**config.mk**
```make
export PLATFORM = sky130hd
export DESIGN_NAME = chord_template_matcher
export DESIGN_NICKNAME = d
export VERILOG_FILES = /design/src/rtl/ctm_pkg.sv /design/src/rtl/ctm_first.sv /design/src/rtl/chord_template_matcher.sv
export SDC_FILE = /design/constraint.sdc
export NUM_CORES = 2
export LEC_CHECK = 0
export BUFFER_PORTS_ARGS = -buffer_cell sky130_fd_sc_hd__buf_2
export CORE_MARGIN = 3
export CORE_UTILIZATION = 30
export CTS_CLUSTER_SIZE = 28
export DETAILED_ROUTE_END_ITERATION = 16
export PLACE_DENSITY = 0.42
export RECOVER_POWER = 50
export SYNTH_ARGS = -nofsm -noshare
export SYNTH_HDL_FRONTEND = slang
export SYNTH_SLANG_ARGS = --single-unit
```
**constraint.sdc**
```tcl
create_clock -name i_clk -period 32.4 [get_ports i_clk]
set_clock_uncertainty 0.05 [all_clocks]
set_input_delay 6.48 -clock i_clk [delete_from_list [all_inputs] [get_ports i_clk]]
set_output_delay 6.48 -clock i_clk [all_outputs]
set_load 0.03 [all_outputs]
```
**src/rtl/ctm_pkg.sv**
```systemverilog
`default_nettype none

package ctm_pkg;

    // Sizes of the pitch-class space and the template set.
    localparam int NUM_CLASSES = 12;
    localparam int NUM_TMPL    = 11;
    localparam int NUM_BINS    = 6;

    // Configuration port.
    localparam int CFG_IDX_W  = 3;
    localparam int CFG_DATA_W = 6;

    typedef enum logic [CFG_IDX_W-1:0] {
        CFG_MAX_EXTRAS      = 3'd0,
        CFG_TONE_WEIGHT     = 3'd1,
        CFG_EXTRA_PENALTY   = 3'd2,
        CFG_CLEAN_BONUS     = 3'd3,
        CFG_BASS_BONUS      = 3'd4,
        CFG_INVERSION_BONUS = 3'd5
    } t_cfg_idx;

    // Register values after reset.
    localparam logic [3:0] RST_MAX_EXTRAS      = 4'd2;
    localparam logic [5:0] RST_TONE_WEIGHT     = 6'd20;
    localparam logic [5:0] RST_EXTRA_PENALTY   = 6'd8;
    localparam logic [5:0] RST_CLEAN_BONUS     = 6'd15;
    localparam logic [5:0] RST_BASS_BONUS      = 6'd6;
    localparam logic [5:0] RST_INVERSION_BONUS = 6'd4;

    typedef enum logic [1:0] {
        KIND_EMPTY     = 2'd0,
        KIND_SINGLE    = 2'd1,
        KIND_CHORD     = 2'd2,
        KIND_UNMATCHED = 2'd3
    } t_kind;

    typedef logic [3:0]          t_pclass;
    typedef logic [3:0]          t_quality;
    typedef logic signed [10:0]  t_score;

    // One bit per candidate: [root][template].
    typedef logic [NUM_CLASSES-1:0][NUM_TMPL-1:0] t_cand_grid;

    // First candidate found within one score bin.
    typedef struct packed {
        logic     found;
        t_pclass  root;
        t_quality quality;
    } t_pick;

    // Number of intervals above the root in each template.
    function automatic logic [1:0] tmpl_len(input t_quality q);
        logic [1:0] len;
        unique case (q)
            4'd0, 4'd1, 4'd2, 4'd3:                 len = 2'd3;
            4'd4, 4'd5, 4'd6, 4'd7, 4'd8, 4'd9:     len = 2'd2;
            default:                                len = 2'd1;
        endcase
        return len;
    endfunction

    // Intervals above the root; element 0 is the first interval.
    function automatic logic [2:0][3:0] tmpl_ivs(input t_quality q);
        logic [2:0][3:0] iv;
        unique case (q)
            4'd0:    iv = {4'd11, 4'd7, 4'd4};
            4'd1:    iv = {4'd10, 4'd7, 4'd3};
            4'd2:    iv = {4'd10, 4'd7, 4'd4};
            4'd3:    iv = {4'd10, 4'd6, 4'd3};
            4'd4:    iv = {4'd0,  4'd7, 4'd4};
            4'd5:    iv = {4'd0,  4'd7, 4'd3};
            4'd6:    iv = {4'd0,  4'd6, 4'd3};
            4'd7:    iv = {4'd0,  4'd8, 4'd4};
            4'd8:    iv = {4'd0,  4'd7, 4'd2};
            4'd9:    iv = {4'd0,  4'd7, 4'd5};
            default: iv = {4'd0,  4'd0, 4'd7};
        endcase
        return iv;
    endfunction

    // Sum of two pitch classes, wrapped into one octave.
    function automatic t_pclass pc_add(input t_pclass a, input t_pclass b);
        logic [4:0] s;
        s = {1'b0, a} + {1'b0, b};
        return (s >= 5'd12) ? 4'(s - 5'd12) : s[3:0];
    endfunction

endpackage

`default_nettype wire

```
**src/rtl/ctm_first.sv**
```systemverilog
`default_nettype none

// Priority pick: the lowest root, then the lowest template index, among the
// candidates flagged in one score bin.
module ctm_first (
    input  wire ctm_pkg::t_cand_grid i_cand,
    output ctm_pkg::t_pick           o_pick
);

    always_comb begin
        o_pick = '0;
        for (int r = ctm_pkg::NUM_CLASSES - 1; r >= 0; r--) begin
            for (int q = ctm_pkg::NUM_TMPL - 1; q >= 0; q--) begin
                if (i_cand[r][q]) begin
                    o_pick.found   = 1'b1;
                    o_pick.root    = 4'(r);
                    o_pick.quality = 4'(q);
                end
            end
        end
    end

endmodule

`default_nettype wire

```
**src/rtl/chord_template_matcher.sv**
```systemverilog
// Throughput: one item per cycle while the result side is not stalled; an item passes
// through the input register, candidate stage, bin-pick stage and result register in
// order, and each stage holds one item and advances independently.
// Reset (synchronous, active low) empties all stages and loads the scoring
// registers with their defaults; no clearing pass is needed.
`default_nettype none

module chord_template_matcher (
    input  wire         i_clk,
    input  wire         i_rst_n,
    // Configuration writes
    input  wire         i_cfg_wr_en,
    input  wire  [2:0]  i_cfg_index,
    input  wire  [5:0]  i_cfg_wdata,
    // Input items
    input  wire         i_valid,
    output logic        o_stall,
    input  wire  [11:0] i_held_mask,
    input  wire  [3:0]  i_bass_class,
    // Result items
    output logic        o_valid,
    input  wire         i_stall,
    output logic [1:0]  o_result_kind,
    output logic [3:0]  o_root_class,
    output logic [3:0]  o_bass_out,
    output logic [3:0]  o_quality_code,
    output logic [1:0]  o_inversion,
    output logic [3:0]  o_tone_count,
    output logic signed [10:0] o_best_score
);

    // Scoring registers.
    logic [3:0] r_max_extras;
    logic [5:0] r_tone_weight;
    logic [5:0] r_extra_penalty;
    logic [5:0] r_clean_bonus;
    logic [5:0] r_bass_bonus;
    logic [5:0] r_inversion_bonus;

    always_ff @(posedge i_clk) begin
        if (!i_rst_n) begin
            r_max_extras      <= ctm_pkg::RST_MAX_EXTRAS;
            r_tone_weight     <= ctm_pkg::RST_TONE_WEIGHT;
            r_extra_penalty   <= ctm_pkg::RST_EXTRA_PENALTY;
            r_clean_bonus     <= ctm_pkg::RST_CLEAN_BONUS;
            r_bass_bonus      <= ctm_pkg::RST_BASS_BONUS;
            r_inversion_bonus <= ctm_pkg::RST_INVERSION_BONUS;
        end else if (i_cfg_wr_en) begin
            case (i_cfg_index)
                ctm_pkg::CFG_MAX_EXTRAS:      r_max_extras      <= i_cfg_wdata[3:0];
                ctm_pkg::CFG_TONE_WEIGHT:     r_tone_weight     <= i_cfg_wdata;
                ctm_pkg::CFG_EXTRA_PENALTY:   r_extra_penalty   <= i_cfg_wdata;
                ctm_pkg::CFG_CLEAN_BONUS:     r_clean_bonus     <= i_cfg_wdata;
                ctm_pkg::CFG_BASS_BONUS:      r_bass_bonus      <= i_cfg_wdata;
                ctm_pkg::CFG_INVERSION_BONUS: r_inversion_bonus <= i_cfg_wdata;
                default: ;
            endcase
        end
    end

    // Pipeline flow control: a stage loads when it is empty or moving on.
    logic r_s1_valid, r_s2_valid, r_s3_valid, r_out_valid;
    logic en1, en2, en3, en4;

    assign en4 = !r_out_valid || !i_stall;
    assign en3 = !r_s3_valid || en4;
    assign en2 = !r_s2_valid || en3;
    assign en1 = !r_s1_valid || en2;
    assign o_stall = !en1;
    assign o_valid = r_out_valid;

    always_ff @(posedge i_clk) begin
        if (!i_rst_n) begin
            r_s1_valid  <= 1'b0;
            r_s2_valid  <= 1'b0;
            r_s3_valid  <= 1'b0;
            r_out_valid <= 1'b0;
        end else begin
            if (en1) r_s1_valid  <= i_valid;
            if (en2) r_s2_valid  <= r_s1_valid;
            if (en3) r_s3_valid  <= r_s2_valid;
            if (en4) r_out_valid <= r_s3_valid;
        end
    end

    // Stage 1: input register.
    logic [11:0] r_s1_mask;
    logic [3:0]  r_s1_bass;

    always_ff @(posedge i_clk) begin
        if (en1) begin
            r_s1_mask <= i_held_mask;
            r_s1_bass <= i_bass_class;
        end
    end

    // Stage 2: template matches, bass membership and per-bin scores.
    ctm_pkg::t_cand_grid n_s2_match, n_s2_bt;
    logic [3:0]          n_s2_held, n_s2_only, n_s2_bass;
    logic [2:0]          n_s2_allow;
    ctm_pkg::t_score     n_s2_score [ctm_pkg::NUM_BINS];

    // Bass reduced into one octave.
    assign n_s2_bass = (r_s1_bass >= 4'd12) ? 4'(r_s1_bass - 4'd12) : r_s1_bass;

    // Held count and the last held class (the note itself for a single note).
    always_comb begin
        n_s2_held = '0;
        n_s2_only = '0;
        for (int i = 0; i < ctm_pkg::NUM_CLASSES; i++) begin
            if (r_s1_mask[i]) begin
                n_s2_held = n_s2_held + 4'd1;
                n_s2_only = 4'(i);
            end
        end
    end

    // Each root against each template.
    always_comb begin
        logic [2:0][3:0] ivs;
        logic [1:0]      len;
        logic            all_held;
        logic            bass_hit;
        n_s2_match = '0;
        n_s2_bt    = '0;
        for (int r = 0; r < ctm_pkg::NUM_CLASSES; r++) begin
            for (int q = 0; q < ctm_pkg::NUM_TMPL; q++) begin
                ivs      = ctm_pkg::tmpl_ivs(4'(q));
                len      = ctm_pkg::tmpl_len(4'(q));
                all_held = r_s1_mask[r];
                bass_hit = (n_s2_bass == 4'(r));
                for (int k = 0; k < 3; k++) begin
                    if (2'(k) < len) begin
                        if (!r_s1_mask[ctm_pkg::pc_add(4'(r), ivs[k])]) begin
                            all_held = 1'b0;
                        end
                        if (ctm_pkg::pc_add(4'(r), ivs[k]) == n_s2_bass) begin
                            bass_hit = 1'b1;
                        end
                    end
                end
                n_s2_match[r][q] = all_held;
                n_s2_bt[r][q]    = bass_hit;
            end
        end
    end

    // The score depends only on the tone count and bass membership, so six
    // bins cover every candidate of an item. Bin = 2 * (tones - 2) + bass_hit.
    always_comb begin
        logic [2:0]  tones;
        logic [3:0]  extras;
        logic [8:0]  tone_pts;
        logic [9:0]  extra_pts;
        logic [11:0] base;
        for (int t = 0; t < 3; t++) begin
            tones     = 3'(t + 2);
            extras    = (n_s2_held >= 4'(tones)) ? 4'(n_s2_held - 4'(tones)) : 4'd0;
            tone_pts  = 9'(tones) * 9'(r_tone_weight);
            extra_pts = 10'(extras) * 10'(r_extra_penalty);
            base      = 12'(tone_pts) - 12'(extra_pts);
            if (extras == 4'd0) begin
                base = base + 12'(r_clean_bonus);
            end
            n_s2_allow[t]        = (n_s2_held >= 4'(tones)) && (extras <= r_max_extras);
            n_s2_score[2*t]      = base[10:0];
            n_s2_score[2*t + 1]  = 11'(base + 12'(r_bass_bonus) + 12'(r_inversion_bonus));
        end
    end

    ctm_pkg::t_cand_grid r_s2_match, r_s2_bt;
    logic [3:0]          r_s2_held, r_s2_only, r_s2_bass;
    logic [2:0]          r_s2_allow;
    ctm_pkg::t_score     r_s2_score [ctm_pkg::NUM_BINS];

    always_ff @(posedge i_clk) begin
        if (en2) begin
            r_s2_match <= n_s2_match;
            r_s2_bt    <= n_s2_bt;
            r_s2_held  <= n_s2_held;
            r_s2_only  <= n_s2_only;
            r_s2_bass  <= n_s2_bass;
            r_s2_allow <= n_s2_allow;
            r_s2_score <= n_s2_score;
        end
    end

    // Stage 3: earliest candidate in each bin.
    ctm_pkg::t_pick n_s3_pick [ctm_pkg::NUM_BINS];

    for (genvar c = 0; c < ctm_pkg::NUM_BINS; c++) begin : g_bin
        localparam int         TONES = c / 2 + 2;
        localparam logic       BT    = (c % 2) == 1;
        localparam logic [1:0] LEN   = 2'(TONES - 1);

        ctm_pkg::t_cand_grid bin_cand;

        always_comb begin
            for (int r = 0; r < ctm_pkg::NUM_CLASSES; r++) begin
                for (int q = 0; q < ctm_pkg::NUM_TMPL; q++) begin
                    bin_cand[r][q] = r_s2_match[r][q] && (r_s2_bt[r][q] == BT)
                                   && (ctm_pkg::tmpl_len(4'(q)) == LEN)
                                   && r_s2_allow[TONES-2];
                end
            end
        end

        ctm_first u_first (
            .i_cand (bin_cand),
            .o_pick (n_s3_pick[c])
        );
    end

    ctm_pkg::t_pick  r_s3_pick  [ctm_pkg::NUM_BINS];
    ctm_pkg::t_score r_s3_score [ctm_pkg::NUM_BINS];
    logic [3:0]      r_s3_held, r_s3_only, r_s3_bass;

    always_ff @(posedge i_clk) begin
        if (en3) begin
            r_s3_pick  <= n_s3_pick;
            r_s3_score <= r_s2_score;
            r_s3_held  <= r_s2_held;
            r_s3_only  <= r_s2_only;
            r_s3_bass  <= r_s2_bass;
        end
    end

    // Stage 4: best bin by score, then tone count, then candidate order.
    logic              b_have;
    ctm_pkg::t_score   b_score;
    logic [2:0]        b_tones;
    ctm_pkg::t_pclass  b_root;
    ctm_pkg::t_quality b_q;

    always_comb begin
        logic [2:0] tones;
        logic       better;
        b_have  = 1'b0;
        b_score = '0;
        b_tones = '0;
        b_root  = '0;
        b_q     = '0;
        for (int c = 0; c < ctm_pkg::NUM_BINS; c++) begin
            tones  = 3'(c / 2 + 2);
            better = !b_have || (r_s3_score[c] > b_score)
                   || ((r_s3_score[c] == b_score) && (tones > b_tones))
                   || ((r_s3_score[c] == b_score) && (tones == b_tones)
                       && ({r_s3_pick[c].root, r_s3_pick[c].quality} < {b_root, b_q}));
            if (r_s3_pick[c].found && better) begin
                b_have  = 1'b1;
                b_score = r_s3_score[c];
                b_tones = tones;
                b_root  = r_s3_pick[c].root;
                b_q     = r_s3_pick[c].quality;
            end
        end
    end

    // Inversion of the winner: position of the bass among the chord tones,
    // with a bass outside the chord reported as first inversion.
    logic [1:0] b_inv;

    always_comb begin
        logic [2:0][3:0] ivs;
        logic [1:0]      len;
        ivs   = ctm_pkg::tmpl_ivs(b_q);
        len   = ctm_pkg::tmpl_len(b_q);
        b_inv = 2'd1;
        for (int k = 2; k >= 0; k--) begin
            if ((2'(k) < len) && (ctm_pkg::pc_add(b_root, ivs[k]) == r_s3_bass)) begin
                b_inv = 2'(k + 1);
            end
        end
        if (r_s3_bass == b_root) begin
            b_inv = 2'd0;
        end
        if (b_inv > len) begin
            b_inv = len;
        end
    end

    // Result assembly.
    ctm_pkg::t_kind    n_out_kind;
    ctm_pkg::t_pclass  n_out_root, n_out_bass;
    ctm_pkg::t_quality n_out_quality;
    logic [1:0]        n_out_inv;
    logic [3:0]        n_out_tones;
    ctm_pkg::t_score   n_out_score;

    always_comb begin
        n_out_kind    = ctm_pkg::KIND_EMPTY;
        n_out_root    = '0;
        n_out_bass    = '0;
        n_out_quality = '0;
        n_out_inv     = '0;
        n_out_tones   = '0;
        n_out_score   = '0;
        if (r_s3_held == 4'd1) begin
            n_out_kind  = ctm_pkg::KIND_SINGLE;
            n_out_root  = r_s3_only;
            n_out_bass  = r_s3_only;
            n_out_tones = 4'd1;
        end else if (r_s3_held != 4'd0) begin
            if (b_have) begin
                n_out_kind    = ctm_pkg::KIND_CHORD;
                n_out_root    = b_root;
                n_out_bass    = r_s3_bass;
                n_out_quality = b_q;
                n_out_inv     = b_inv;
                n_out_tones   = {1'b0, b_tones};
                n_out_score   = b_score;
            end else begin
                n_out_kind  = ctm_pkg::KIND_UNMATCHED;
                n_out_root  = r_s3_bass;
                n_out_bass  = r_s3_bass;
                n_out_tones = r_s3_held;
            end
        end
    end

    ctm_pkg::t_kind    r_out_kind;
    ctm_pkg::t_pclass  r_out_root, r_out_bass;
    ctm_pkg::t_quality r_out_quality;
    logic [1:0]        r_out_inv;
    logic [3:0]        r_out_tones;
    ctm_pkg::t_score   r_out_score;

    always_ff @(posedge i_clk) begin
        if (en4) begin
            r_out_kind    <= n_out_kind;
            r_out_root    <= n_out_root;
            r_out_bass    <= n_out_bass;
            r_out_quality <= n_out_quality;
            r_out_inv     <= n_out_inv;
            r_out_tones   <= n_out_tones;
            r_out_score   <= n_out_score;
        end
    end

    assign o_result_kind  = r_out_kind;
    assign o_root_class   = r_out_root;
    assign o_bass_out     = r_out_bass;
    assign o_quality_code = r_out_quality;
    assign o_inversion    = r_out_inv;
    assign o_tone_count   = r_out_tones;
    assign o_best_score   = r_out_score;

`ifndef SYNTHESIS
    // The pipeline is empty right after reset.
    a_empty_after_reset: assert property (@(posedge i_clk)
        !i_rst_n |=> !o_valid)
        else $error("result valid right after reset");

    // A matched chord has two to four tones.
    a_chord_tones: assert property (@(posedge i_clk) disable iff (!i_rst_n)
        (o_valid && (o_result_kind == ctm_pkg::KIND_CHORD))
        |-> ((o_tone_count >= 4'd2) && (o_tone_count <= 4'd4)))
        else $error("chord with bad tone count");

    // The inversion never reaches past the template's tones.
    a_inv_range: assert property (@(posedge i_clk) disable iff (!i_rst_n)
        (o_valid && (o_result_kind == ctm_pkg::KIND_CHORD))
        |-> ({2'b00, o_inversion} < o_tone_count))
        else $error("inversion beyond template");

    // Results other than a chord carry no score, no quality and no inversion.
    a_no_chord_fields: assert property (@(posedge i_clk) disable iff (!i_rst_n)
        (o_valid && (o_result_kind != ctm_pkg::KIND_CHORD))
        |-> ((o_best_score == 11'sd0) && (o_quality_code == 4'd0)
             && (o_inversion == 2'd0)))
        else $error("score or quality on a non-chord result");

    // A chord quality is always one of the eleven templates.
    a_quality_range: assert property (@(posedge i_clk) disable iff (!i_rst_n)
        o_valid |-> (o_quality_code < 4'd11))
        else $error("quality code out of range");
`endif

endmodule

`default_nettype wire

```
### Word-level counts from Yosys, hierarchy flattened

Memory sizes are Yosys's and may differ from the RTL's.
Index checks and enable logic that the tools add are counted.

| storage, ports and cells | value |
|---|---|
| ROM bits | 192 |
| memories | 2 |
| input bits | 30 |
| logic and storage cells | 1636 |
| register bits after elaboration | 562 |
| output and inout bits | 33 |

| operators by class | value |
|---|---|
| equality and inequality tests | 42 |
| mux-type cells | 454 |
| bitwise gates (word level) | 134 |
| magnitude comparators | 29 |
| multipliers | 4 |
| add/subtract/negate cells | 33 |
| reduce and logical (&&, ||, !) cells | 683 |

Memories:

| name | words | bits a word | read ports | clocked after Yosys merged registers in | wr ports | RTL line | text |
|---|---|---|---|---|---|---|---|
| (name not given) | 16 | 10 | 1 | 0 | 0 | ctm_pkg.sv:66 | `unique case (q)` |
| (name not given) | 16 | 2 | 1 | 0 | 0 | ctm_pkg.sv:55 | `unique case (q)` |

Operators with widths:

| operator | count |
|---|---|
| $mux 8 | 82 |
| $mux 7 | 88 |
| $logic_and 1x1->1 | 554 |
| $mux 6 | 44 |
| $mux 4 | 39 |
| $reduce_or 71->1 | 2 |
| $mux 1 | 136 |
| $not 1->1 | 134 |
| $mux 5 | 22 |
| $mux 11 | 9 |
| $reduce_or 48->1 | 2 |
| $reduce_or 47->1 | 2 |
| $add 11x6->11 | 6 |
| $reduce_or 2->1 | 32 |
| $reduce_or 32->1 | 2 |
| $reduce_and 2->1 | 30 |
| $eq 11x11->1 | 5 |
| $gt 11x11->1 | 5 |
| $mux 9 | 6 |
| $reduce_or 24->1 | 2 |
| $add 4x1->4 const B | 11 |
| $mux 2 | 21 |
| $lt 8x8->1 | 5 |
| $add 11x7->11 | 3 |
| 47 further kinds | 137 |

### Depth between registers and ports, before layout

| logic depth | value |
|---|---|
| depth after elaboration | 74 |
| depth in mapped cells | 78 |
| gate-level depth less buffers | 66 |

### Hierarchy

Synthesis repeated with hierarchy kept, for this count alone.

| second synthesis, totals | value |
|---|---|
| cells, all modules | 4935 |
| area total of the unflattened synthesis | 43446.7 um^2 |

By module, submodules not included:

| module | seq. area each (um^2) | cells each | area each (um^2) | times used |
|---|---|---|---|---|
| chord_template_matcher | 16495.8 | 3087 | 32771.4 | 1 |
| ctm_first | 0.0 | 308 | 1779.2 | 6 |

### Worst setup path before layout

OpenSTA, ideal clock, no wires.

| timing path | value |
|---|---|
| path kind | register -> register |
| start | reg r_s3_pick[46] (netlist bit) |
| end | reg r_out_inv[0] (netlist: o_inversion[0]), data pin |
| data required time | 32.093 ns |
| path slack | 17.192 ns |
| path buffers | 14 |
| data arrival time | 14.902 ns |
| cell stages (with the launch flop) | 72 |
| cell sequence | edfxtp_1 -> buf_2 -> buf_1 -> nand2_1 -> ha_1 -> or4b_2 -> a2111oi_0 -> o21ai_0 -> clkbuf_1 -> clkbuf_1 -> nor2_1 -> a21oi_1 -> ha_1 -> nor3b_1 -> o22ai_1 -> a21o_1 -> a21oi_1 -> clkbuf_1 -> [36 not listed] -> ha_1 -> and2_1 -> ha_1 -> fa_1 -> xnor2_1 -> ha_1 -> a21oi_1 -> nand2b_1 -> or3_1 -> a31o_2 -> o311ai_1 -> xnor2_1 -> o31a_1 -> nor4b_1 -> ha_1 -> o22ai_1 -> nor2_1 -> o2bb2ai_1 |

| between the ends | value |
|---|---|
| word-level cells in the longest chain between the ends | 42 |

Ends and longest elaborated chain:

| what | RTL line | text |
|---|---|---|
| start: declaration | chord_template_matcher.sv:214 | `ctm_pkg::t_pick r_s3_pick [ctm_pkg::NUM_BINS];` |
| start signal: assignment | chord_template_matcher.sv:220 | `r_s3_pick <= n_s3_pick;` |
| $mux 4 * | chord_template_matcher.sv:249 | `if (r_s3_pick[c].found && better) begin` |
| $lt 8x8->1 | chord_template_matcher.sv:248 | `&& ({r_s3_pick[c].root, r_s3_pick[c].quality} < {b_root, b_q}));` |
| $logic_and 1x1->1 | chord_template_matcher.sv:248 |  |
| $logic_or 1x1->1 | chord_template_matcher.sv:247 | `\|\| ((r_s3_score[c] == b_score) && (tones == b_tones)` |
| $logic_and 1x1->1 | chord_template_matcher.sv:249 |  |
| $mux 11, or another cell as far along | chord_template_matcher.sv:249 |  |
| $gt 11x11->1, or another cell as far along | chord_template_matcher.sv:245 | `better = !b_have \|\| (r_s3_score[c] > b_score)` |
| $logic_or 1x1->1, or another cell as far along | chord_template_matcher.sv:245 |  |
| [24 not listed] | n/a |  |
| $sub 4x4->4 / $ge 5x4->1 (equally long branches) | ctm_pkg.sv:86 | `return (s >= 5'd12) ? 4'(s - 5'd12) : s[3:0];` |
| $mux 4 | ctm_pkg.sv:86 |  |
| $eq 4x4->1 | chord_template_matcher.sv:270 | `if ((2'(k) < len) && (ctm_pkg::pc_add(b_root, ivs[k]) == r_s3_bass)) begin` |
| $logic_and 1x1->1 | chord_template_matcher.sv:270 |  |
| $mux 2 (3 in a row) | chord_template_matcher.sv:270 |  |
| $mux 2 | chord_template_matcher.sv:274 | `if (r_s3_bass == b_root) begin` |
| $gt 2x2->1 | chord_template_matcher.sv:277 | `if (b_inv > len) begin` |
| $mux 2 | chord_template_matcher.sv:277 |  |
| end signal: assignment | chord_template_matcher.sv:334 | `r_out_inv <= n_out_inv;` |
| end: declaration | chord_template_matcher.sv:324 | `logic [1:0] r_out_inv;` |

Every way passes the cells marked *; elsewhere a longest branch is shown, timed or not.
A chain may end at the register's enable or synchronous reset.

### Worst setup path in the final report

| timing path | value |
|---|---|
| start | reg r_s3_pick[46] (netlist bit) |
| end | reg r_out_inv[0] (netlist: o_inversion[0]), data pin |

| between the ends | value |
|---|---|
| word-level cells in the longest chain between the ends | 42 |

Ends and longest elaborated chain:

| what | RTL line | text |
|---|---|---|
| $mux 4 * | chord_template_matcher.sv:249 |  |
| $lt 8x8->1 | chord_template_matcher.sv:248 |  |
| $logic_and 1x1->1 | chord_template_matcher.sv:248 |  |
| $logic_or 1x1->1 | chord_template_matcher.sv:247 |  |
| $logic_and 1x1->1 | chord_template_matcher.sv:249 |  |
| $mux 11, or another cell as far along | chord_template_matcher.sv:249 |  |
| $gt 11x11->1, or another cell as far along | chord_template_matcher.sv:245 |  |
| $logic_or 1x1->1, or another cell as far along | chord_template_matcher.sv:245 |  |
| [22 not listed] | n/a |  |
| via b_q[0] | chord_template_matcher.sv:233 | `ctm_pkg::t_quality b_q;` |
| [2 not listed] | n/a |  |
| $sub 4x4->4 / $ge 5x4->1 (equally long branches) | ctm_pkg.sv:86 |  |
| $mux 4 | ctm_pkg.sv:86 |  |
| $eq 4x4->1 | chord_template_matcher.sv:270 |  |
| $logic_and 1x1->1 | chord_template_matcher.sv:270 |  |
| $mux 2 (3 in a row) | chord_template_matcher.sv:270 |  |
| $mux 2 | chord_template_matcher.sv:274 |  |
| $gt 2x2->1 | chord_template_matcher.sv:277 |  |
| $mux 2 * | chord_template_matcher.sv:277 |  |

The timed path passes the listed nets; every way through them passes the cells marked *.

==> summary.txt <==
Worst setup path
  • Source of the worst register-to-register timing path: r_s3_pick[46]
  • Data required time at the worst endpoint: between 30,000 and 40,000 ps
  • Arrival time of data at the critical path endpoint: 17,080 ps
  • Crit-path most repeated cell: ha_1
  • Setup crit start: r_s3_pick[46]
  • Worst r2r dst: o_inversion[0]
  • Worst reg-to-reg path cell count: 61
  • Crit. End Element: flip-flop
  • CP max stage cell: a21oi_4
  • WS Path Type: reg2reg
  • Highest cell delay on the worst timing path: just over 800 ps
  • Startpoint types: flip-flop
  • Timing endpoint of the critical path: o_inversion[0]
  • Largest driver fanout on the critical path: 41
  • Register-to-register setup slack: between 15,000 and 20,000 ps

Placed design
  • Post-DP HPWL: between 80,000 and 90,000 um
  • Routability congestion estimate: a little under 0.9
  • Quantity of I/O buffers inserted on ports: between 60 and 70

Detailed routing
  • Wirelength per Cell: around 22 um
  • Drt pass-1 iters: 7
  • DR iter-0 viols: 2,009
  • ANT nets after route: 0
  • Post-detailed-routing wire length: roughly 110,000 um
  • DRC: 0
  • Detail-routed via count per cell: slightly below 5
  • Number of vias in the routed layout: about 26,000

Worst hold path
  • Class of the most critical hold timing path: reg2reg
  • Startpoint of the tightest hold check path: r_s2_score[48]
  • Number of cells on the worst hold path: 0

Synthesis
  • Cell variety after synth: between 90 and 100
  • Post-synth design cell area: 35,000 sq um
  • Count of yosys warnings during synthesis: 0
  • Flip-flop and latch count after synthesis: 550
  • Number of flops mapped to enable cells by yosys: approximately 510
  • Mean cell area of the mapped netlist: between 9 and 10 sq um
  • Post-Synthesis Cells: between 3,000 and 4,000
  • Ys flop type: edfxtp_1
  • Async SR Flop Fraction: 0%
  • Share of the yosys chip area belonging to registers: about 46%
  • Syn Nets: 3,854

Flow run
  • Max Cap Violations: 21

Global routing
  • Total routing usage reported by global routing: a little under a fifth
  • Wire length of the first global-routing pass: between 150,000 and 200,000 um
  • Initial antenna violation count: 5
  • Largest net degree at the start of global routing: 167
  • Number of global-route vias before repair: between 20,000 and 30,000
  • Congestion Overflow GR: 0

Die
  • Starting utilization of the core area: around 30%
  • Area enclosed by the die boundary: approximately 120,000 sq um
  • Core Box Area: 115,000 sq um
  • FP Rows: approximately 120
  • Die width: 348 um
  • I/O pin count: 63
  • DIE HEIGHT: ~350 um

Timing
  • Final setup violating endpoints: 0
  • Relative slew slack: -141%
  • Final min period: between 15,000 and 20,000 ps
  • RSZ-0062 raised after global routing: no
  • Worst-Margin Slew: 3620 ps
  • Setup tns final: 0 ps
  • Max-slew violations: 707
  • Highest achievable clock rate: between 50 and 60 MHz
  • Final Hold Viols: 0
  • Period utilization: just over 50%

Clocking
  • Post-CTS setup buffer count: 0
  • Clk sinks: 550
  • Number of gates given a new drive strength after cts: 0
  • Post-CTS clock slew at the launch and capture registers of the worst setup and hold paths: about 60 ps
  • Clock tree from TritonCTS: built
  • # hold bufs at CTS: 0
  • Clock buffer count from CTS: 70
  • Clock tree root driver cell: clkbuf_16
  • Number of H-tree levels: 3
  • Clk buf depth: 3
  • Clock latency on the worst-skew pair: around 640 ps

Final layout
  • Total number of nets in the final design: around 3,900
  • Share of post-route cells with drive strength above 1: 6.59%
  • Post-synthesis to final-layout area growth: 11.9%
  • Fill cells: 11,800
  • Share of the core filled with cells: 34.0%

Outcome
  • Failing checks: max-capacitance violations, max-slew violations
  • Outcome: finished, violations left
==> metrics by stage <==
step                      cells  hold slack, ps  area, sq um  worst slack [ps]
after global placement     5019             350        37100             15930
after detailed placement   5019             355        37100             15660
after CTS                  5140             357        39300             15640
final                      5144             362        39200             15660
after global routing       5140             367        39200             14130
after floorplan            3531             350        35000             17190
==> synthesized netlist by cell type, drive strengths merged (73+ instances only) <==
library cell	count	area, sq um
nand3	90	455
o21ai	179	900
nand2b	75	469
inv	292	1100
edfxtp	512	15400
nor2	242	937
nand2	506	1900
a21oi	202	1010
clkbuf	105	394
fa	73	1460
ha	220	2750
and3	82	513
xnor2	91	865
nor2b	160	1000
and2	87	544
==> cell families after synthesis <==
family / Yosys count / synth area share [%]
adders and majority gates: 293 / 12.0
buffers and inverters: 412 / 4.44
muxes: 62 / 1.90
AOI/OAI and AO/OA: 708 / 12.8
xor gates and xnor gates: 131 / 3.67
DFF: 550 / 46.1
and+or+nand+nor: 1375 / 19.1
==> routing by layer <==
layer / wire [um] / share of wire [%] / vias to the layer above / global-route usage (%)
met1: 56100 / 50 / 12300 / 27.3
met4: 2200 / 2.0 / 0 / 4.71
li1: - / - / 12500 / -
met3: 5280 / 4.7 / 117 / 2.29
met5: 0 / 0 / - / 0
met2: 48000 / 43 / 622 / 28.0
==> worst min-delay path by stage <==
| stage | to | slack, ps |
|---|---|---|
| 2_1_floorplan | r_s3_bass[0] | 350 |
| 3_5_place_dp | r_s3_only[3] | 350 |
| 5_1_grt | r_s3_score[57] | 370 |
| 4_1_cts | r_s3_score[23] | 360 |
| 6_report | r_s3_score[48] | 360 |
| 3_3_place_gp | r_s3_score[46] | 350 |
==> cell type report <==
type	count	area, sq um	area share (%)
Antenna cell	4	10.0	0.0255
Clock buffer	83	1840	4.70
Clock inverter	38	343	0.875
Inverter	294	1100	2.82
Multi-Input combinational cell	2569	17400	44.3
Sequential cell	550	16100	41.2
Tap cell	1512	1890	4.83
Timing Repair Buffer	94	500	1.28
==> placed cells by master, fill, tap and decap left out, types with 25 or more instances in the layout <==
cell type / n
edfxtp_1: 512
nand2_1: 505
inv_1: 291
nor2_1: 238
ha_1: 220
a21oi_1: 201
o21ai_0: 173
nor2b_1: 160
nand3_1: 89
xnor2_1: 85
and3_1: 82
nand2b_1: 75
and2_1: 74
fa_1: 73
clkbuf_16: 72
a21o_1: 64
buf_2: 60
nor3_1: 42
dfxtp_1: 38
mux2i_1: 36
xor2_1: 35
clkbuf_1: 29
o21a_1: 27
o21bai_1: 25
==> worst max-delay path, delay by kind of cell, from the launching register on <==
kind / cells / cell delay [ps]
mux: 2 / 560
simple gates: 18 / 3730
fa+ha+maj: 8 / 2530
flops: 1 / 720
compound gates: 27 / 7690
buf+inv: 6 / 1180
==> registers in the layout, indices dropped and copies added, names as in the netlist, 6 cells and up <==
name and cells:
o_best_score 11, r_bass_bonus 6, r_clean_bonus 6, r_extra_penalty 6, r_inversion_bonus 6, r_s1_mask 12
r_s2_bt 132, r_s2_match 132, r_s2_score 66, r_s3_pick 42, r_s3_score 66, r_tone_weight 6
Power is left out: the tool's default activity adds up to more than one toggle a clock period on the data nets, which glitch-free logic cannot reach.
